## src/sv/pme_bspline_weights_top_assert.svh

```systemverilog
// ----------------------------------------------------------------------------
// B-spline weight engine: assertion macros
// Shorthand for clocked, reset-qualified assertions used by the weight engine.
// ----------------------------------------------------------------------------
`ifndef PME_BSPLINE_WEIGHTS_TOP_ASSERT_SVH
`define PME_BSPLINE_WEIGHTS_TOP_ASSERT_SVH

// Same-cycle implication, checked at every rising edge outside reset.
`define PBW_ASSERT_NOW(label, ante, cons, msg) \
    label: assert property (@(posedge i_clk) disable iff (!i_rst_n) (ante) |-> (cons)) \
        else $error(msg);

// Next-cycle implication, checked at every rising edge outside reset.
`define PBW_ASSERT_NEXT(label, ante, cons, msg) \
    label: assert property (@(posedge i_clk) disable iff (!i_rst_n) (ante) |=> (cons)) \
        else $error(msg);

`endif

```

## src/sv/pbw_pkg.sv

```systemverilog
// ----------------------------------------------------------------------------
// B-spline weight engine: shared package
// Field widths, fixed-point constants, rounding modes and reciprocal table.
// ----------------------------------------------------------------------------
package pbw_pkg;

    localparam int FRAC_BITS  = 16;
    localparam int RECIP_BITS = 24;
    localparam int COEF_W     = 24;

    localparam int CFG_W    = 4;
    localparam int FRAC_W   = 16;
    localparam int AXIS_W   = 2;
    localparam int TAP_W    = 3;
    localparam int WEIGHT_W = FRAC_BITS + 1;
    localparam int SLOPE_W  = FRAC_BITS + 2;

    localparam logic [WEIGHT_W-1:0] ONE_FX  = WEIGHT_W'(1) << FRAC_BITS;
    localparam logic [WEIGHT_W-1:0] HALF_FX = WEIGHT_W'(1) << (FRAC_BITS - 1);

    localparam logic [CFG_W-1:0] MIN_ORDER = 4'd4;

    localparam logic [AXIS_W-1:0] AX_X = 2'd0;
    localparam logic [AXIS_W-1:0] AX_Y = 2'd1;
    localparam logic [AXIS_W-1:0] AX_Z = 2'd2;

    // rounding right shift applied after the shared multiplier
    typedef enum logic [1:0] {
        SH_Q17 = 2'd0,
        SH_Q16 = 2'd1,
        SH_R24 = 2'd2
    } t_shift;

    // round(2^24 / (n - 1)) for each supported order n
    function automatic logic [COEF_W-1:0] f_recip(input logic [CFG_W-1:0] n);
        logic [COEF_W-1:0] r;
        unique case (n)
            4'd4:    r = 24'd5592405;
            4'd5:    r = 24'd4194304;
            4'd6:    r = 24'd3355443;
            4'd7:    r = 24'd2796203;
            4'd8:    r = 24'd2396745;
            4'd9:    r = 24'd2097152;
            4'd10:   r = 24'd1864135;
            4'd11:   r = 24'd1677722;
            4'd12:   r = 24'd1525201;
            default: r = '0;
        endcase
        return r;
    endfunction

endpackage

```

## src/sv/pme_bspline_weights_top.sv

```systemverilog
// ----------------------------------------------------------------------------
// B-spline weight engine for smooth particle-mesh Ewald
// Computes cardinal B-spline weights and slopes along x, y and z for one
// set of fractional grid offsets, on one shared multiplier.
// ----------------------------------------------------------------------------
//
// Channel   | Ports                                   | Handshake
// ----------+-----------------------------------------+--------------------------
// command   | start, busy, i_frac_x/y/z               | taken when start & !busy
// result    | o_strobe, o_axis, o_tap_index,          | one-cycle strobe, no
//           | o_weight, o_slope, o_last               | back-pressure
// config    | i_cfg_we, i_cfg_wdata                   | written when i_cfg_we
//
// Sequencing: one shared multiplier serves every step. Each weight of each
//   order step takes two products, the sum, the reciprocal product and the
//   write back, and each axis opens with three quadratic start values,
//   each a product and a write.
// Reset: synchronous, active low; clears the sequencer and the strobe and
//   sets the order register to 4. No clearing pass is needed.
// Stalls: the receiver cannot stall. Results of an axis leave during its last
//   order step, one per weight, x first, then y, then z.
// ----------------------------------------------------------------------------
`include "pme_bspline_weights_top_assert.svh"

module pme_bspline_weights_top #(
    parameter int MAX_ORDER = 8
) (
    input  logic                                i_clk,
    input  logic                                i_rst_n,
    input  logic                                i_cfg_we,
    input  logic [pbw_pkg::CFG_W-1:0]           i_cfg_wdata,
    input  logic                                start,
    output logic                                busy,
    input  logic [pbw_pkg::FRAC_W-1:0]          i_frac_x,
    input  logic [pbw_pkg::FRAC_W-1:0]          i_frac_y,
    input  logic [pbw_pkg::FRAC_W-1:0]          i_frac_z,
    output logic                                o_strobe,
    output logic [pbw_pkg::AXIS_W-1:0]          o_axis,
    output logic [pbw_pkg::TAP_W-1:0]           o_tap_index,
    output logic [pbw_pkg::WEIGHT_W-1:0]        o_weight,
    output logic signed [pbw_pkg::SLOPE_W-1:0]  o_slope,
    output logic                                o_last
);
    import pbw_pkg::*;

    localparam int ORD_W = $clog2(MAX_ORDER + 1);
    localparam int IDX_W = $clog2(MAX_ORDER);
    localparam int A_W   = ORD_W + FRAC_BITS;
    localparam int D_W   = ORD_W + FRAC_BITS + 2;
    localparam int P_W   = D_W + COEF_W;

    localparam logic [CFG_W-1:0] MAX_ORD_CFG = CFG_W'(MAX_ORDER);

    // quadratic start value being built: M1, M2, M3
    localparam logic [1:0] QIDX_M1 = 2'd0;
    localparam logic [1:0] QIDX_M2 = 2'd1;
    localparam logic [1:0] QIDX_M3 = 2'd2;

    typedef enum logic [7:0] {
        S_IDLE = 8'b0000_0001,  // wait for a command
        S_QMUL = 8'b0000_0010,  // quadratic start product
        S_QWR  = 8'b0000_0100,  // write quadratic start value
        S_PA   = 8'b0000_1000,  // (x + j) * M[k-1]
        S_PB   = 8'b0001_0000,  // (n - x - j) * M[k]
        S_PS   = 8'b0010_0000,  // sum both products
        S_PC   = 8'b0100_0000,  // scale by 1/(n-1)
        S_PW   = 8'b1000_0000   // write new M[k], emit on last step
    } t_state;

    t_state r_state, n_state;

    logic [CFG_W-1:0]    r_cfg;
    logic [FRAC_W-1:0]   r_fx, r_fy, r_fz;
    logic [ORD_W-1:0]    r_ord, r_n, r_k;
    logic [AXIS_W-1:0]   r_ax;
    logic [1:0]          r_q;
    logic [WEIGHT_W-1:0] r_m [MAX_ORDER];
    logic [WEIGHT_W-1:0] r_prev;   // old M[k-1] of the running order step
    logic [D_W-1:0]      r_acc;
    logic [D_W-1:0]      r_prod;

    logic                r_strobe;
    logic [AXIS_W-1:0]   r_axis;
    logic [TAP_W-1:0]    r_tap;
    logic [WEIGHT_W-1:0] r_weight;
    logic [SLOPE_W-1:0]  r_slope;
    logic                r_last;

    logic [FRAC_W-1:0]   w_x;
    logic [WEIGHT_W-1:0] w_x1;
    logic [CFG_W-1:0]    w_ord_clamp;
    logic [ORD_W-1:0]    w_ord_eff;
    logic [ORD_W-1:0]    w_km1;
    logic [ORD_W-1:0]    w_nmk;
    logic [IDX_W-1:0]    w_kidx;
    logic [WEIGHT_W-1:0] w_old_k;
    logic [A_W-1:0]      w_a;
    logic [A_W-1:0]      w_b;
    logic [COEF_W-1:0]   w_recip;
    logic [D_W-1:0]      w_op_d;
    logic [COEF_W-1:0]   w_op_c;
    t_shift              w_shift;
    logic [P_W-1:0]      w_prod;
    logic [P_W-1:0]      w_bias;
    logic [P_W-1:0]      w_sum;
    logic [D_W-1:0]      w_rnd;
    logic [D_W-1:0]      w_wraw;
    logic [WEIGHT_W-1:0] w_wval;
    logic [SLOPE_W-1:0]  w_slope;
    logic                w_pass_end;
    logic                w_final;
    logic                w_item_end;

    // ------------------------------------------------------------------
    // Order clamp: below 4 acts as 4, above MAX_ORDER as MAX_ORDER
    // ------------------------------------------------------------------
    always_comb begin
        priority if (r_cfg < MIN_ORDER) begin
            w_ord_clamp = MIN_ORDER;
        end else if (r_cfg > MAX_ORD_CFG) begin
            w_ord_clamp = MAX_ORD_CFG;
        end else begin
            w_ord_clamp = r_cfg;
        end
    end
    assign w_ord_eff = ORD_W'(w_ord_clamp);

    // ------------------------------------------------------------------
    // Per-axis operands
    // ------------------------------------------------------------------
    always_comb begin
        unique case (r_ax)
            AX_X:    w_x = r_fx;
            AX_Y:    w_x = r_fy;
            default: w_x = r_fz;
        endcase
    end

    assign w_x1   = ONE_FX - WEIGHT_W'(w_x);
    assign w_km1  = r_k - ORD_W'(1);
    assign w_kidx = w_km1[IDX_W-1:0];
    assign w_nmk  = r_n - r_k;

    // M[n] of the previous order is zero; it was never written this axis
    assign w_old_k = (r_k == r_n) ? '0 : r_m[w_kidx];

    // x + j and (n - j) - x with j = n - k; x stays below one
    assign w_a = {w_nmk, w_x};
    assign w_b = {r_k, {FRAC_BITS{1'b0}}} - A_W'(w_x);

    assign w_recip = f_recip(CFG_W'(r_n));

    assign w_pass_end = (r_k == r_n);
    assign w_final    = (r_n == r_ord);
    assign w_item_end = w_pass_end && w_final && (r_ax == AX_Z);

    // ------------------------------------------------------------------
    // Shared multiplier operand select
    // ------------------------------------------------------------------
    always_comb begin
        w_op_d  = '0;
        w_op_c  = '0;
        w_shift = SH_Q16;
        unique case (r_state)
            S_QMUL: begin
                unique case (r_q)
                    QIDX_M1: begin
                        w_op_d  = D_W'(w_x1);
                        w_op_c  = COEF_W'(w_x1);
                        w_shift = SH_Q17;
                    end
                    QIDX_M2: begin
                        w_op_d  = D_W'(w_x1);
                        w_op_c  = COEF_W'(w_x);
                        w_shift = SH_Q16;
                    end
                    default: begin
                        w_op_d  = D_W'(w_x);
                        w_op_c  = COEF_W'(w_x);
                        w_shift = SH_Q17;
                    end
                endcase
            end
            S_PA: begin
                w_op_d  = D_W'(w_a);
                w_op_c  = COEF_W'(r_prev);
                w_shift = SH_Q16;
            end
            S_PB: begin
                w_op_d  = D_W'(w_b);
                w_op_c  = COEF_W'(w_old_k);
                w_shift = SH_Q16;
            end
            S_PC: begin
                w_op_d  = r_acc;
                w_op_c  = w_recip;
                w_shift = SH_R24;
            end
            default: begin
                w_op_d  = '0;
                w_op_c  = '0;
                w_shift = SH_Q16;
            end
        endcase
    end

    // ------------------------------------------------------------------
    // Multiply, round to nearest (ties up), shift
    // ------------------------------------------------------------------
    assign w_prod = P_W'(w_op_d) * P_W'(w_op_c);

    always_comb begin
        unique case (w_shift)
            SH_Q17:  w_bias = P_W'(1) << FRAC_BITS;
            SH_R24:  w_bias = P_W'(1) << (RECIP_BITS - 1);
            default: w_bias = P_W'(1) << (FRAC_BITS - 1);
        endcase
    end

    assign w_sum = w_prod + w_bias;

    always_comb begin
        unique case (w_shift)
            SH_Q17:  w_rnd = w_sum[FRAC_BITS + 1 +: D_W];
            SH_R24:  w_rnd = w_sum[RECIP_BITS +: D_W];
            default: w_rnd = w_sum[FRAC_BITS +: D_W];
        endcase
    end

    // ------------------------------------------------------------------
    // Write-back value: add one half for M2, then saturate at one
    // ------------------------------------------------------------------
    assign w_wraw = ((r_state == S_QWR) && (r_q == QIDX_M2)) ?
                    r_prod + D_W'(HALF_FX) : r_prod;
    assign w_wval = (w_wraw > D_W'(ONE_FX)) ? ONE_FX : w_wraw[WEIGHT_W-1:0];

    // slope from the order-1 weights: M[k-1] - M[k]
    assign w_slope = SLOPE_W'(r_prev) - SLOPE_W'(w_old_k);

    // ------------------------------------------------------------------
    // Sequencer
    // ------------------------------------------------------------------
    always_comb begin
        n_state = r_state;
        unique case (r_state)
            S_IDLE: if (start) begin
                n_state = S_QMUL;
            end
            S_QMUL: n_state = S_QWR;
            S_QWR: begin
                n_state = (r_q == QIDX_M3) ? S_PA : S_QMUL;
            end
            S_PA: n_state = S_PB;
            S_PB: n_state = S_PS;
            S_PS: n_state = S_PC;
            S_PC: n_state = S_PW;
            S_PW: begin
                priority if (!w_pass_end || !w_final) begin
                    n_state = S_PA;
                end else if (r_ax != AX_Z) begin
                    n_state = S_QMUL;
                end else begin
                    n_state = S_IDLE;
                end
            end
            default: n_state = S_IDLE;
        endcase
    end

    always_ff @(posedge i_clk) begin
        if (!i_rst_n) begin
            r_state  <= S_IDLE;
            r_strobe <= 1'b0;
            r_cfg    <= MIN_ORDER;
        end else begin
            r_state  <= n_state;
            r_strobe <= (r_state == S_PW) && w_final;
            if (i_cfg_we) begin
                r_cfg <= i_cfg_wdata;
            end
        end
    end

    // ------------------------------------------------------------------
    // Datapath registers
    // ------------------------------------------------------------------
    always_ff @(posedge i_clk) begin
        r_prod <= w_rnd;
        unique case (r_state)
            S_IDLE: if (start) begin
                // latch the item and the order for its whole run
                r_fx  <= i_frac_x;
                r_fy  <= i_frac_y;
                r_fz  <= i_frac_z;
                r_ord <= w_ord_eff;
                r_ax  <= AX_X;
                r_q   <= QIDX_M1;
            end
            S_QWR: begin
                r_m[IDX_W'(r_q)] <= w_wval;
                if (r_q == QIDX_M3) begin
                    r_n    <= ORD_W'(MIN_ORDER);
                    r_k    <= ORD_W'(1);
                    r_prev <= '0;
                end else begin
                    r_q <= r_q + 2'd1;
                end
            end
            S_PB: r_acc <= r_prod;
            S_PS: r_acc <= r_acc + r_prod;
            S_PW: begin
                r_m[w_kidx] <= w_wval;
                // restart at M[1] with a zero M[0] once the order step ends
                r_prev      <= w_pass_end ? '0 : w_old_k;
                if (w_final) begin
                    r_axis   <= r_ax;
                    r_tap    <= w_km1[TAP_W-1:0];
                    r_weight <= w_wval;
                    r_slope  <= w_slope;
                    r_last   <= w_item_end;
                end
                priority if (!w_pass_end) begin
                    r_k <= r_k + ORD_W'(1);
                end else if (!w_final) begin
                    // advance to the next order, restart at M[1]
                    r_n    <= r_n + ORD_W'(1);
                    r_k    <= ORD_W'(1);
                end else if (r_ax != AX_Z) begin
                    r_ax <= r_ax + AX_Y;
                    r_q  <= QIDX_M1;
                end
            end
            default: ;
        endcase
    end

    assign busy        = (r_state != S_IDLE);
    assign o_strobe    = r_strobe;
    assign o_axis      = r_axis;
    assign o_tap_index = r_tap;
    assign o_weight    = r_weight;
    assign o_slope     = r_slope;
    assign o_last      = r_last;

    // ------------------------------------------------------------------
    // Assertions
    // ------------------------------------------------------------------
    `PBW_ASSERT_NOW(a_weight_sat, o_strobe, o_weight <= ONE_FX, "weight above one")
    `PBW_ASSERT_NOW(a_last_on_z, o_strobe && o_last, o_axis == AX_Z, "last item not on z")
    `PBW_ASSERT_NOW(a_last_ends, o_strobe && o_last, !busy, "busy after last item")
    `PBW_ASSERT_NOW(a_mid_busy, o_strobe && !o_last, busy, "idle before last item")
    `PBW_ASSERT_NEXT(a_start_busy, start && !busy, busy, "command not taken")

endmodule
```

## config.mk

```make
export PLATFORM = sky130hd
export DESIGN_NAME = pme_bspline_weights_top
export DESIGN_NICKNAME = d
export VERILOG_FILES = /design/src/sv/pbw_pkg.sv /design/src/sv/pme_bspline_weights_top.sv
export VERILOG_INCLUDE_DIRS = /design/src /design/src/sv
export SDC_FILE = /design/constraint.sdc
export NUM_CORES = 2
export LEC_CHECK = 0
export BUFFER_PORTS_ARGS = -buffer_cell sky130_fd_sc_hd__buf_2
export CORE_AREA = 3 3 262 264
export CTS_BUF_LIST = sky130_fd_sc_hd__clkbuf_4
export DETAILED_ROUTE_END_ITERATION = 8
export DIE_AREA = 0 0 265 267
export PLACE_DENSITY = 0.67
export SYNTH_ARGS = -nofsm -noshare
export SYNTH_HDL_FRONTEND = slang
export SYNTH_SLANG_ARGS = --single-unit
```

## constraint.sdc

```tcl
create_clock -name i_clk -period 10.95 [get_ports i_clk]
set_input_delay 1.095 -clock i_clk [delete_from_list [all_inputs] [get_ports i_clk]]
set_output_delay 1.095 -clock i_clk [all_outputs]
set_load 0.005 [all_outputs]
```

# Word-level counts from Yosys, hierarchy flattened
# Memories as Yosys holds them, arrays and structs flattened. A register that Yosys moved wholly into a read port is not among the register bits.
# Cells that the tools add are included.
# word_totals
elab_cells	135
reg_bits	179
out_inout_bits	43
ramBits	136
n_memories	2
romBits	368
input_bits	56
# op_classes
n_mux	48
add_sub_neg	12
n_reduce_logical	24
n_mul	1
n_lt_le_gt_ge	3
eq_ne	25
# mem_list
name	words	width	read_ports	rd_ports_with_merged_regs	wr	line_no	source
(name not given)	16	23	1	1	0	pbw_pkg.sv:37	unique case (n)
r_m	8	17	1	0	1	pme_bspline_weights_top.sv:77	logic [WEIGHT_W-1:0] r_m [MAX_ORDER];
# ops
operator	n
17-bit two-way mux	7
24-bit one-hot mux with 4 select lines	1
22-bit one-hot mux with 2 select lines	2
22-bit one-hot mux with 4 select lines	1
8-bit one-hot mux with 8 select lines	1
24-bit one-hot mux with 2 select lines	1
46-bit adder	1
22-bit by 24-bit multiplier with 46-bit output	1
4-bit two-way mux	10
17-bit one-hot mux with 2 select lines	1
16-bit one-hot mux with 2 select lines	1
22-bit by 16-bit adder with 22-bit output, second input constant	1
22-bit adder	1
22-bit by 17-bit > comparator with 1-bit output, second input constant	1
22-bit two-way mux	1
20-bit by 16-bit subtractor with 20-bit output	1
2-bit two-way mux	9
17-bit by 17-bit subtractor with 18-bit output	1
17-bit OR reduction	1
17-bit by 16-bit subtractor with 17-bit output, first input constant	1
4-bit one-hot mux with 2 select lines	2
2-bit != test, second input constant	7
4-bit by 1-bit adder with 4-bit output, second input constant	2
4-bit equality test	2
other kinds (35)	56

# Logic depth before layout (Yosys ltp)
# logic_depth
word_depth	8
mapped_depth	42
mapped_depth_nobuf	39

# Worst setup path before layout
# No wires, ideal clock.
# synth_timing
kind	reg-to-reg
startpoint	register r_k[0]
endpoint	register r_prod[19]
setup_time_ps	120
stages_incl_launch_ff	39
path_buffers	6
slack_ps	809
synth_period_minus_slack_ps	10141
arrival_ps	10021
t_required_ps	10830
path_cell_list	edfxtp_1 -> clkbuf_1 -> buf_1 -> clkbuf_1 -> inv_1 -> ha_1 -> buf_1 -> clkbuf_1 -> mux4_2 -> nand2_1 -> nand2_1 -> nand2_1 -> nor2_1 -> a221oi_1 -> o21ai_0 -> clkbuf_1 -> nand2_1 -> fa_1 -> [3 not listed] -> fa_1 -> inv_1 -> fa_1 -> fa_1 -> inv_1 -> fa_1 -> ha_1 -> a21oi_1 -> o21ai_0 -> a21o_1 -> nand3_1 -> o211ai_1 -> a41o_2 -> a31o_2 -> a2111oi_0 -> nor3_1 -> a22o_1 -> a211o_1
# synth_via
elab_chain_len	7
word_cells_on_any_way	11
classes_between	add/sub: 4; mul: 1; eq/ne: 1; mux: 4; memory: 1
# synth_rtl
element	line_no	source
from (decl)	pme_bspline_weights_top.sv:74	logic [ORD_W-1:0] r_ord, r_n, r_k;
from (signal assigned)	pme_bspline_weights_top.sv:323	r_k <= r_k + ORD_W'(1);
3-bit by 1-bit subtractor with 3-bit output	pme_bspline_weights_top.sv:140	assign w_km1 = r_k - ORD_W'(1);
net w_km1[0]	pme_bspline_weights_top.sv:93	logic [ORD_W-1:0] w_km1;
memory read 8 x 17 bit	--	
17-bit two-way mux	pme_bspline_weights_top.sv:145	assign w_old_k = (r_k == r_n) ? '0 : r_m[w_kidx];
24-bit one-hot mux with 4 select lines	pme_bspline_weights_top.sv:164	unique case (r_state)
22-bit by 24-bit multiplier with 46-bit output	pme_bspline_weights_top.sv:210	assign w_prod = P_W'(w_op_d) * P_W'(w_op_c);
46-bit adder	pme_bspline_weights_top.sv:220	assign w_sum = w_prod + w_bias;
22-bit one-hot mux with 2 select lines	pme_bspline_weights_top.sv:223	unique case (w_shift)
net w_rnd[19]	pme_bspline_weights_top.sv:106	logic [D_W-1:0] w_rnd;
to (signal assigned)	pme_bspline_weights_top.sv:288	r_prod <= w_rnd;
to (decl)	pme_bspline_weights_top.sv:80	logic [D_W-1:0] r_prod;
# The timed path passes the listed nets, and every way through them passes these cells.
# A chain may end at the register's enable or synchronous reset.

# Worst setup path in the final report
# layout_timing
startpoint	register r_ax[1]
endpoint	register r_prod[21]
# layout_via
elab_chain_len	8
word_cells_on_any_way	12
classes_between	add/sub: 3; mul: 1; eq/ne: 1; mux: 6; reduce/logical: 1
# layout_rtl
element	line_no	source
from (decl)	pme_bspline_weights_top.sv:75	logic [AXIS_W-1:0] r_ax;
from (signal assigned)	pme_bspline_weights_top.sv:329	r_ax <= r_ax + AX_Y;
2-bit by 1-bit equality test with 1-bit output / 2-bit zero test (equally long branches)	pme_bspline_weights_top.sv:132	unique case (r_ax)
16-bit one-hot mux with 2 select lines *	pme_bspline_weights_top.sv:132	
17-bit by 16-bit subtractor with 17-bit output	pme_bspline_weights_top.sv:139	assign w_x1 = ONE_FX - WEIGHT_W'(w_x);
17-bit two-way mux	pme_bspline_weights_top.sv:166	unique case (r_q)
22-bit one-hot mux with 4 select lines / 24-bit one-hot mux with 4 select lines (equally long branches)	pme_bspline_weights_top.sv:164	
22-bit by 24-bit multiplier with 46-bit output *	pme_bspline_weights_top.sv:210	
46-bit adder *	pme_bspline_weights_top.sv:220	
22-bit one-hot mux with 2 select lines *	pme_bspline_weights_top.sv:223	
net w_rnd[21]	pme_bspline_weights_top.sv:106	
# Mark *: on every way through the listed nets, which the timed path passes. The rest lies on a longest branch.

==> impl_metrics.ini <==
[sta]
worst_slack_ns = 0.464
clock_skew_ns = 0.0749
drv_slew = 0
hold_viol_final = 0
fin_crit_sh_pct = 95.8
fin_setup_tns_ns = 0
min_period_ns = 10.49
fmax_mhz = 95.4
tightest_slew_ns = 1.26
finalSetupViolCount = 0
slew_headroom_pct = 15.0

[floorplanning]
core_area_um2 = 66800
ios = 99
die_width_um = 265
start_util_pct = 49.4
die-area_um2 = 70800
num_rows = 95
die_h_um = 267

[logic_synthesis]
synthesis.area_um2 = 33000
yosysTopAreaCellShare_pct = 25.7
synth-seq-area-share_pct = 28.7
async_flop_share_pct = 0
syn_inst = 3353
synth_flop_cell = edfxtp_1
avgSynthCellArea_um2 = 9.85
post_synth_main_area_contributors = fa_1 26%, edfxtp_1 25%, ha_1 9.0%, inv_1 6.6%, nand2_1 6.1%
yosysUniqueCellTypes = 76
yosysTopAreaCell = fa_1
synth-seq-cells = 334
synth_edf_count = 280
yosys_warnings = 0
synth_fp_nets = 4070

[placed_design]
portBuffers = 98
dpl_worst_slack_ns = 0.340
dp_hpwl_um = 75400
gp_congestion = 1.02
dp.cells = 4289

[clock_tree]
clk_latency_ns = 0.81
cts-htree-levels = 3
cts_buffer_depth = 3
cts_tree = done
numCtsBuffers = 85
holdBufCountCts = 0
cts_sinks = 334
clkSlewWorstSetupHoldPaths_ns = 0.07
cts_root_buf = clkbuf_4

[flow_run]
cap_viol_max_count = 0

[run_status]
status = complete, no violations

[drt]
routedWlPerCell_um = 21.9
drc = 0
vias_per_cell = 5.68
vias = 25300
drtIter0Drc = 2444
drt-total-wl_um = 97300
ant_nets = 0
dr.pass1.iters = 6

[final_layout]
final-instance-count-excl-fill = 4446
area_delta_synth_final_pct = 9.36
drive_above_1_share_pct = 11.7
fin_nets = 4223

[setup_path]
r2r_slack_ns = 0.46
path_depth = 37
crit_type = reg2reg
crit_path_top_delay_cell = or4_4
cp_max_fo = 23
end_kind = flip-flop
worst-r2r-cell-count = 37
required_ns = 11.59
start_kind = flip-flop
worstPathArrival_ns = 11.13
cp_slowest_stage_delay_ns = 0.61
critPathTopFamily = adder cells
path_buf_inv = 9

[min_path]
hp-class = reg2reg
timing.hold.worst_path_depth = 0

[global_route]
grt_pass1_wl_um = 151000
grt.overflow.total = 0
grt_pass1_vias = 25500
antenna_found_initial = 4
grt_max_degree = 55
grtUsageTotal_pct = 28.1

[power_and_ir_drop]
power.leakage_nw = 16.8
total_power_mw = 2.96
power.density_nw_per_um2 = 81.9
peakVddDrop_mv = 0.130
cells by family after synthesis:
logic type / after synthesis / share of synthesized area [%]
and+or+nand+nor: 1072 / 14.6
buffers and inverters: 719 / 8.19
adders and majority gates: 661 / 34.7
AOI/OAI and AO/OA: 438 / 8.89
DFF: 334 / 28.7
xor gates and xnor gates: 83 / 2.20
muxes: 46 / 2.68
layout by cell type (no fill, tap or decap), types with 40 or more instances in the layout:
cell type,netlist,routed
nand2_1,536,536
nand3_1,40,40
fa_1,424,424
xnor2_1,48,47
buf_2,4,98
dfxtp_1,54,54
nor2_1,220,219
buf_4,0,100
a21oi_1,105,104
clkbuf_4,0,126
o21ai_0,81,79
and2_1,103,101
a21o_1,45,45
edfxtp_1,280,280
ha_1,237,236
inv_1,582,582
state kept, by name, summed over array words and instances (netlist names), 2 cells and up:
signal / flops
o_weight: 17
r_fx: 16
w_recip: 19
r_prev: 17
r_ord: 4
r_fz: 16
o_axis: 2
o_tap_index: 3
o_slope: 18
r_k: 4
r_m: 136
r_state: 8
r_n: 4
r_prod: 22
r_q: 2
r_fy: 16
r_acc: 22
r_cfg: 4
r_ax: 2
what timing repair did:
item / CTS / global route
setup buffers: 0 / 3
resized for setup: 0 / 11
setup endpoints to repair: 0 / 12
worst paths after layout:
kind / to / from
max: r_prod[21] / r_ax[1]
min: r_ord[3] / r_cfg[3]
max reg2reg: r_prod[21] / r_ax[1]
min reg2reg: r_ord[3] / r_cfg[3]
per-layer routing:
metal	up-vias	global-route usage, %	part of all wire (%)
met1	12400	39.4	41
met4	2	11.7	4.7
met3	238	7.09	11
met5	-	0	0.015
met2	1336	42.0	44
li1	11300	-	-
where the power goes:
part           switching, mW  internal [mW]
clock                  0.512          0.554
sequential            0.0220           1.41
combinational          0.321          0.141
total                  0.854           2.10
metrics by stage:
stage          util, %  area (um^2)  hold WS, ns
2_1_floorplan        -        33000        0.447
3_3_place_gp      52.3        34900        0.449
3_5_place_dp      52.3        34900        0.463
4_1_cts           53.9        36000        0.402
5_1_grt           54.1        36100        0.400
6_report          54.1        36100        0.472
synth_stat cells, drive strengths merged (10+ instances only):
cell type and count:
a22oi 18, a21o 45, o21ai 84, inv 584, mux4 34, and3 23
and2 104, or2 10, a22o 21, nor2b 23, ha 237, nor4 16
buf 12, dfxtp 54, a31oi 12, or3 11, nand2 537, a21oi 105
nor2 221, nand3 40, a221oi 14, a21boi 13, xor2 35, o211ai 21
xnor2 48, o22ai 10, a221o 13, o31ai 12, a211oi 13, edfxtp 280
clkbuf 123, nand2b 17, mux2i 12, nor3 29, fa 424
area by class of cell:
| class | count | area, um^2 |
|---|---|---|
| antenna | 4 | 10.0 |
| clock buffer | 126 | 946 |
| clock inverter | 24 | 143 |
| fill | 5983 | 30700 |
| inverter | 584 | 2190 |
| multi-input combinational | 2300 | 21000 |
| sequential | 334 | 9490 |
| tap | 873 | 1090 |
| timing repair buffer | 201 | 1280 |
(Power assumes the default switching activity.)
